<file path="src/mbe_pkg.sv">
// shared types, constants and arithmetic helpers for the mandelbrot escape-time unit
// no dependencies
package mbe_pkg;

  localparam int LANES      = 4;
  localparam int FRAC_BITS  = 28;
  localparam int ITER_LIMIT = 256;
  localparam int COL_W      = 10;
  localparam int ROW_W      = 9;
  localparam int LCOL_W     = 11;  // column plus lane offset
  localparam int CNT_W      = 9;
  localparam int STEP_W     = 31;
  localparam int RGB_W      = 24;
  localparam int CFG_IDX_W  = 3;
  localparam int CFG_DATA_W = 32;

  localparam logic signed [63:0] S32_MAX = 64'sd2147483647;
  localparam logic signed [63:0] S32_MIN = -64'sd2147483648;

  typedef enum logic [CFG_IDX_W-1:0] {
    REG_ORIGIN_RE    = 3'd0,
    REG_ORIGIN_IM    = 3'd1,
    REG_STEP_RE      = 3'd2,
    REG_STEP_IM      = 3'd3,
    REG_MAX_ITER     = 3'd4,
    REG_ESCAPE_LIMIT = 3'd5
  } reg_idx_t;

  // controller to datapath
  typedef struct packed {
    logic load;      // capture input item
    logic c_mul;     // form column and row products
    logic c_add;     // form c, load z
    logic z_mul;     // form squares and cross product
    logic z_upd;     // update z, escape flag, count
    logic out_load;  // capture result
  } cmd_t;

  // datapath to controller
  typedef struct packed {
    logic all_done;
  } status_t;

  function automatic logic signed [31:0] sat32(input logic signed [63:0] v);
    logic signed [31:0] r;
    if (v > S32_MAX) begin
      r = 32'sh7FFF_FFFF;
    end else if (v < S32_MIN) begin
      r = 32'sh8000_0000;
    end else begin
      r = v[31:0];
    end
    return r;
  endfunction

  // floor(sqrt(v)) one result bit per step
  function automatic logic [4:0] isqrt9(input logic [CNT_W-1:0] v);
    logic [4:0] root;
    logic [4:0] cand;
    root = '0;
    for (int b = 4; b >= 0; b--) begin
      cand = root | (5'd1 << b);
      if ((10'(cand) * 10'(cand)) <= 10'(v)) begin
        root = cand;
      end
    end
    return root;
  endfunction

endpackage

</file>
<file path="src/mbe_ctrl.sv">
// sequencing state machine of the mandelbrot escape-time unit
// depends on mbe_pkg
module mbe_ctrl (
  input  logic                  clk,
  input  logic                  rst,
  input  logic                  start,
  input  logic [8:0]            limit,
  input  mbe_pkg::status_t      status,
  output mbe_pkg::cmd_t         cmd,
  output logic                  busy
);
  import mbe_pkg::*;

  typedef enum logic [5:0] {
    S_IDLE = 6'b000001,
    S_CMUL = 6'b000010,
    S_CADD = 6'b000100,
    S_MUL  = 6'b001000,
    S_UPD  = 6'b010000,
    S_FIN  = 6'b100000
  } state_t;

  state_t     state, state_next;
  logic [8:0] iter, iter_next;

  always_ff @(posedge clk) begin
    if (rst) begin
      state <= S_IDLE;
      iter  <= '0;
    end else begin
      state <= state_next;
      iter  <= iter_next;
    end
  end

  always_comb begin
    state_next = state;
    iter_next  = iter;
    cmd        = '0;
    unique case (state)
      S_IDLE: begin
        if (start) begin
          cmd.load   = 1'b1;
          state_next = S_CMUL;
        end
      end
      S_CMUL: begin
        cmd.c_mul  = 1'b1;
        state_next = S_CADD;
      end
      S_CADD: begin
        cmd.c_add  = 1'b1;
        iter_next  = '0;
        state_next = S_MUL;
      end
      S_MUL: begin
        if (status.all_done || iter == limit) begin
          state_next = S_FIN;
        end else begin
          cmd.z_mul  = 1'b1;
          state_next = S_UPD;
        end
      end
      S_UPD: begin
        cmd.z_upd  = 1'b1;
        iter_next  = iter + 9'd1;
        state_next = S_MUL;
      end
      S_FIN: begin
        cmd.out_load = 1'b1;
        state_next   = S_IDLE;
      end
      default: state_next = S_IDLE;
    endcase
  end

  assign busy = (state != S_IDLE);

endmodule

</file>
<file path="config.mk">
export PLATFORM = sky130hd
export DESIGN_NAME = mbe_ctrl
export DESIGN_NICKNAME = d
export VERILOG_FILES = /design/src/mbe_pkg.sv /design/src/mbe_ctrl.sv
export SDC_FILE = /design/constraint.sdc
export NUM_CORES = 1
export LEC_CHECK = 0
export BUFFER_PORTS_ARGS = -buffer_cell sky130_fd_sc_hd__buf_4
export CORE_MARGIN = 2
export CORE_UTILIZATION = 53
export CTS_CLUSTER_SIZE = 40
export DETAILED_ROUTE_END_ITERATION = 8
export MAX_ROUTING_LAYER = met4
export PLACE_DENSITY_LB_ADDON = 0.1
export SLEW_MARGIN = 0
export SYNTH_ARGS = -nofsm -noshare
export SYNTH_HDL_FRONTEND = slang
export SYNTH_SLANG_ARGS = --single-unit
export TNS_END_PERCENT = 30
</file>
<file path="constraint.sdc">
create_clock -name clk -period 5.34 [get_ports clk]
set_clock_uncertainty 0.1 [all_clocks]
set_input_delay 1.068 -clock clk [delete_from_list [all_inputs] [get_ports clk]]
set_output_delay 1.068 -clock clk [all_outputs]
set_load 0.02 [all_outputs]
</file>
==> results of run 1 <==
## cell usage after synthesis, types with 2 or more instances
master     n  area share
nor2b_1    2       0.015
nor4_1     2       0.015
nand2_1    6       0.028
xor2_1     8       0.086
and3_1     2       0.015
nor3_1     4       0.025
a21o_1     2       0.018
a22oi_1    2       0.018
inv_1      4       0.018
a211oi_1   2       0.018
o211ai_1   3       0.028
xnor2_1    2       0.022
nand3_1    4       0.025
and2_1     2       0.015
nor2_1     5       0.023
dfxtp_1   15        0.37
or4_1      3       0.028
a21oi_1    7       0.043
nor3b_1    3       0.028
## per-layer routing
metal	track usage	vias to the layer above	wire length (um)
met5	-	-	0
met4	0.0545	0	11
met3	0.0383	2	72
met2	0.358	13	863
met1	0.253	346	722
li1	-	380	-
## registers in the layout, indices dropped and copies added (netlist names)
| name | count |
|---|---|
| iter | 9 |
| state | 6 |
## power groups by stage
stage | combinational (mW) | sequential [mW] | clock (mW)
after CTS | 0.0315 | 0.115 | 0.0644
after floorplan | 0.0176 | 0.117 | 0
after global placement | 0.0309 | 0.118 | 0
after global routing | 0.0342 | 0.115 | 0.0687
after detailed placement | 0.0313 | 0.118 | 0
final | 0.0312 | 0.115 | 0.0622
## worst reg2reg max path, cell delays in order (launching register included)
cell and delay, ns:
dfxtp_1 0.36, nor4_1 0.54, a22oi_1 0.34, a21oi_1 0.20
a211oi_1 0.08
## logic make-up (layout without fill, tap and decap cells)
| family | after synthesis | in the layout | share of synthesized area |
|---|---|---|---|
| AND/OR/NAND/NOR | 41 | 41 | 0.317 |
| AO/OA/AOI/OAI | 18 | 18 | 0.145 |
| flip-flops | 15 | 15 | 0.370 |
| XOR/XNOR | 10 | 10 | 0.108 |
| buffers and inverters | 6 | 27 | 0.0324 |
| adder cells (fa/ha/maj) | 1 | 1 | 0.0154 |
| multiplexers | 1 | 1 | 0.0123 |
## worst max path at each step
stage,cells past startpoint,to,slack (ns),start
6_report,6,cmd[2],1.97,limit[4]
5_1_grt,6,cmd[2],1.90,limit[4]
4_1_cts,6,cmd[2],1.97,limit[4]
3_5_place_dp,6,cmd[2],1.97,limit[4]
3_3_place_gp,6,cmd[2],1.99,limit[4]
2_1_floorplan,4,cmd[2],2.31,limit[4]
## final cells by class
cell class / count / area share
Timing Repair Buffer: 19 / 0.144
Clock buffer: 4 / 0.0265
Multi-Input combinational cell: 71 / 0.491
Sequential cell: 15 / 0.303
Tap cell: 16 / 0.0202
Inverter: 4 / 0.0152
==> metrics.md, run 1 <==
| Metric | Value |
|---|---|
| DP Cell Count | 125 |
| WHS | 0.411 ns |
| Reg power frac | 0.552 |
| Switching Share | 0.242 |
| # IOs | 20 |
| Area of the multi-input gates | 485 um^2 |
| Unique masters post-synth | 33 |
| Post-DP Area | 963 um^2 |
| Grt ovf | 0 |
| Crit share post-route | 0.632 |
| Die span in y | 43.1 um |
| Setup Slack @ Placement | 1.97 ns |
| Clock power share | 0.298 |
| Core area | 1470 um^2 |
| Residual DRC | 0 |
| CTS resizes | 0 |
| Cell area after synthesis | 812 um^2 |
| Register area share after synthesis | 0.370 |
| Most frequent cells in the layout | 19 x buf_4, 15 x dfxtp_1, 8 x xor2_1 |
| Routed wire length | 1670 um |
| DP HPWL | 1300 um |
| Yosys reg bits | 15 |
| Worst min path class | reg -> reg |
| Final Hold Viols | 0 |
| Root Driver | clkbuf_4 |
| Slowest stage cell, crit path | nor4_1 |
| Critical path's most frequent cell | buf_4 |
| Htree depth | 1 |
| Tot Pwr | 208 uW |
| Sink Count | 15 |
| Routed via count | 741 |
| Layout cells sized above 1 | 0.230 |
| Tot GR Track Use | 0.210 |
| Switching power | 50.6 uW |
| Clock buffer depth | 2 |
| RSZ-0062 raised after global routing | false |
| Max_cap viols | 0 |
| Initial antenna violation count | 0 |
| Worst slew pin tran | 0.633 ns |
| Cts bufs inserted | 3 |
| Final core utilization | 0.673 |
| Ys Warns | 0 |
| Final Instance Count excl. Fillers | 129 |
| Starting Density | 0.552 |
| Via/cell ratio | 5.74 |
| Largest net degree at the start of global routing | 14 |
| Final nets | 128 |
| Worst setup margin | 1.97 ns |
| Commonest non-fill, non-tap cell in the layout | buf_4 |
| Drt pass-1 iters | 4 |
| Post-route setup TNS | 0 ns |
| Post-synth top flop | dfxtp_1 |
| Crit path max fanout | 3 |
| Syn Inst Count | 92 |
| Post CTS Setup Buffer Count | 0 |
| Hold depth | 2 |
| Rows | 14 |
| CTS tree | yes |
| Reg2reg path depth | 4 |
| WP buf/inv | 2 |
| Placer congestion estimate | 0.775 |
| Hold buffer count at cts | 0 |
| Antenna diodes | 0 |
| Async SR Flop Fraction | 0 |
| Post-Layout Inst Area | 990 um^2 |
| Slew HR | 0.578 |
| Kind of cell adding the most delay to the critical path | simple AND/OR/NAND/NOR gates |
| Pwr Density | 211 nW/um^2 |
| Crit Path Class | in -> out |
| Post-synth EDFFs | 0 |
| Die ar. | 1860 um^2 |
| Setup crit end kind | primary output |
| Net count after synthesis | 106 |
| Final min period | 3.37 ns |
| Detailed Route Iter0 Violations | 7 |
| Fill count | 133 |
| Status | finished clean |
| Worst VDD drop | 0.131 mV |
| Startpoint types | input port |
| Worst path cell trace | buf_4, xor2_1, nor4_1, a41oi_1, and2_1, buf_4 |
| Vias in the first global route | 687 |
| Flop-to-flop setup slack | 3.61 ns |
| Reg area | 300 um^2 |
| CP Data Arrival Time | 2.20 ns |
| Internal | 158 uW |
| Clk slew on worst S/H paths | 0.09 ns |
| Port buffer count | 19 |
| Worst Min Path Start | iter[8] |
| Antenna-violating nets left | 0 |
| Worst Hold End | iter[8] |
| Final Setup Violations | 0 |
| First-pass GRT wire length | 2900 um |
| Layout area overhead | 21.9% |
| Peak Freq | 0.297 GHz |
| DIE WIDTH | 43.1 um |
| Max incr delay on CP | 0.32 ns |
| Slew Viols, Final | 0 |
| DR WL/cell | 12.9 um |
| Combinational Power Share | 0.150 |
| Skew-Pair Late Insertion Delay | 0.27 ns |
| Leakage | 0.436 nW |
| Mapped Avg Cell Area | 8.83 um^2 |
| Data required, critical path | 4.17 ns |
| FF-to-FF Start | state[5] |
| Worst R2R End | iter[2] |
No activity file was read; power rests on OpenSTA's default activity.
==> inputs of run 2 (changes only) <==
--- a/config.mk
+++ b/config.mk
@@ -5,9 +5,11 @@
 export SDC_FILE = /design/constraint.sdc
 export NUM_CORES = 1
 export LEC_CHECK = 0
+export ABC_AREA = 1
 export BUFFER_PORTS_ARGS = -buffer_cell sky130_fd_sc_hd__buf_4
+export CORE_ASPECT_RATIO = 1.25
 export CORE_MARGIN = 2
-export CORE_UTILIZATION = 53
+export CORE_UTILIZATION = 48
 export CTS_CLUSTER_SIZE = 40
 export DETAILED_ROUTE_END_ITERATION = 8
 export MAX_ROUTING_LAYER = met4
==> constraint.sdc (replaced) <==
create_clock -name clk -period 2.93 [get_ports clk]
set_clock_uncertainty 0.1 [all_clocks]
set_input_delay 0.586 -clock clk [delete_from_list [all_inputs] [get_ports clk]]
set_output_delay 0.586 -clock clk [all_outputs]
set_load 0.02 [all_outputs]
==> metrics.md, run 2 <==
| Metric | Value |
|---|---|
| RSZ-0062 raised after global routing | false |
| Data required, critical path | 2.24 ns |
| Worst slew pin tran | 0.250 ns |
| DR WL/cell | 11.5 um |
| Mapped Avg Cell Area | 7.39 um^2 |
| WP buf/inv | 1 |
| Via/cell ratio | 5.17 |
| WHS | 0.438 ns |
| Routed via count | 895 |
| Final Setup Violations | 0 |
| Register area share after synthesis | 0.310 |
| Tot Pwr | 393 uW |
| Slowest stage cell, crit path | dfxtp_1 |
| Slew Viols, Final | 0 |
| Detailed Route Iter0 Violations | 12 |
| Worst setup margin | 0.764 ns |
| Startpoint types | flop |
| Kind of cell adding the most delay to the critical path | flip-flops |
| Final Hold Viols | 0 |
| Final Instance Count excl. Fillers | 173 |
| Leakage | 0.514 nW |
| Peak Freq | 0.462 GHz |
| Status | finished clean |
| Max_cap viols | 0 |
| Cell with the most instances after synthesis | nand2_1 |
| Largest net degree at the start of global routing | 11 |
| First-pass GRT wire length | 3410 um |
| CTS resizes | 0 |
| Grt ovf | 0 |
| Post-route setup TNS | 0 ns |
| Area of the multi-input gates | 587 um^2 |
| CTS tree | yes |
| DP HPWL | 1540 um |
| Ys Warns | 0 |
| Post-synth EDFFs | 0 |
| Syn Inst Count | 131 |
| Placer congestion estimate | 0.809 |
| Sink Count | 15 |
| Cell area after synthesis | 968 um^2 |
| Worst min path class | reg -> reg |
| Crit share post-route | 0.739 |
| Clock buffer depth | 2 |
| Unique masters post-synth | 27 |
| Pwr Density | 339 nW/um^2 |
| Final min period | 2.17 ns |
| CP Data Arrival Time | 1.48 ns |
| Hold buffer count at cts | 0 |
| Area leader, netlist | dfxtp_1 |
| DIE WIDTH | 44.2 um |
| Fill count | 187 |
| Crit path max fanout | 6 |
| Most frequent cells in the layout | 23 x nand2_1, 19 x buf_4, 16 x inv_1 |
| Setup crit end kind | primary output |
| Most flop-heavy register | iter |
| Reg area | 300 um^2 |
| # IOs | 20 |
| Cts bufs inserted | 3 |
| Clk slew on worst S/H paths | 0.09 ns |
| Tot GR Track Use | 0.203 |
| Layout cells sized above 1 | 0.333 |
| DP Cell Count | 169 |
| Core area | 1940 um^2 |
| Setup Slack @ Placement | 0.794 ns |
| Final nets | 168 |
| Residual DRC | 0 |
| Crit Path Class | reg -> out |
| Slew HR | 0.833 |
| Starting Density | 0.500 |
| Skew-Pair Late Insertion Delay | 0.29 ns |
| Max FFs per register | 9 |
| Largest registers | iter (9), state (6) |
| Net count after synthesis | 145 |
| Vias in the first global route | 775 |
| Root Driver | clkbuf_4 |
| Routed wire length | 2000 um |
| Rows | 18 |
| Yosys reg bits | 15 |
| Share of the synthesized area in the top cell type | 0.310 |
| Post CTS Setup Buffer Count | 0 |
| Antenna-violating nets left | 0 |
| Worst VDD drop | 0.239 mV |
| Max incr delay on CP | 0.45 ns |
| Async SR Flop Fraction | 0 |
| Die span in y | 54.2 um |
| Worst path cell trace | xnor2_1, nand2_1, nor2_1, nand3_1, nand2_1, nor2_1, buf_4 |
| Port buffer count | 19 |
| Initial antenna violation count | 0 |
| Die ar. | 2400 um^2 |
| Commonest non-fill, non-tap cell in the layout | nand2_1 |
| Post-synth top flop | dfxtp_1 |
| Drt pass-1 iters | 4 |
| Antenna diodes | 0 |
| Largest cells by area after synthesis | dfxtp_1 31%, nand2_1 8.9%, nand3_1 6.7% |
| Htree depth | 1 |
| Layout area overhead | 19.5% |
| Top cells by count, synth | 23 x nand2_1, 16 x inv_1, 15 x dfxtp_1, 14 x nor2_1, 13 x nand3_1 |
run 2: final cells by class:
type                    instances  share of cell area
repair buffers                 19               0.123
well taps                      20              0.0216
inverters                      19              0.0659
multi-input cells              96               0.507
flip-flops and latches         15               0.259
clock buffers                   4              0.0227
run 2: metal layers:
layer	vias up	global-route usage	routed length, um
met4	0	0.0909	42
met5	-	-	0
met3	5	0.0396	82
li1	470	-	-
met2	23	0.341	1010
met1	397	0.235	864
run 2: tightest hold or removal path, delay by kind of cell (launching register included):
family           cells  cell delay [ns]
AND/OR/NAND/NOR      1             0.10
AO/OA/AOI/OAI        1             0.06
flip-flops           1             0.34
run 2: power by group:
part | internal (mW) | total [mW] | switching [mW]
sequential | 0.207 | 0.210 | 0.00355
clock | 0.0529 | 0.122 | 0.0691
combinational | 0.0274 | 0.0600 | 0.0325
total | 0.287 | 0.393 | 0.105
run 2: cell families (layout without fill, tap and decap cells):
family,Yosys count,after routing,synth area share
fa+ha+maj,1,1,0.0129
xor+xnor,6,6,0.0543
buf+inv,20,42,0.0840
flops,15,15,0.310
compound gates,15,15,0.112
simple gates,74,74,0.426
run 2: final timing paths:
check	start	end	slack [ns]	depth (start not counted)
min	iter[8]	iter[8]	0.44	2
max reg2reg	iter[0]	iter[6]	1.42	8
min reg2reg	iter[8]	iter[8]	0.44	2
max	iter[4]	cmd[2]	0.76	7
run 2: through the flow:
step	utilization	area, um^2
floorplan	-	968
global placement	0.584	1130
detailed placement	0.584	1130
CTS	0.598	1160
global route	0.598	1160
finish	0.598	1160
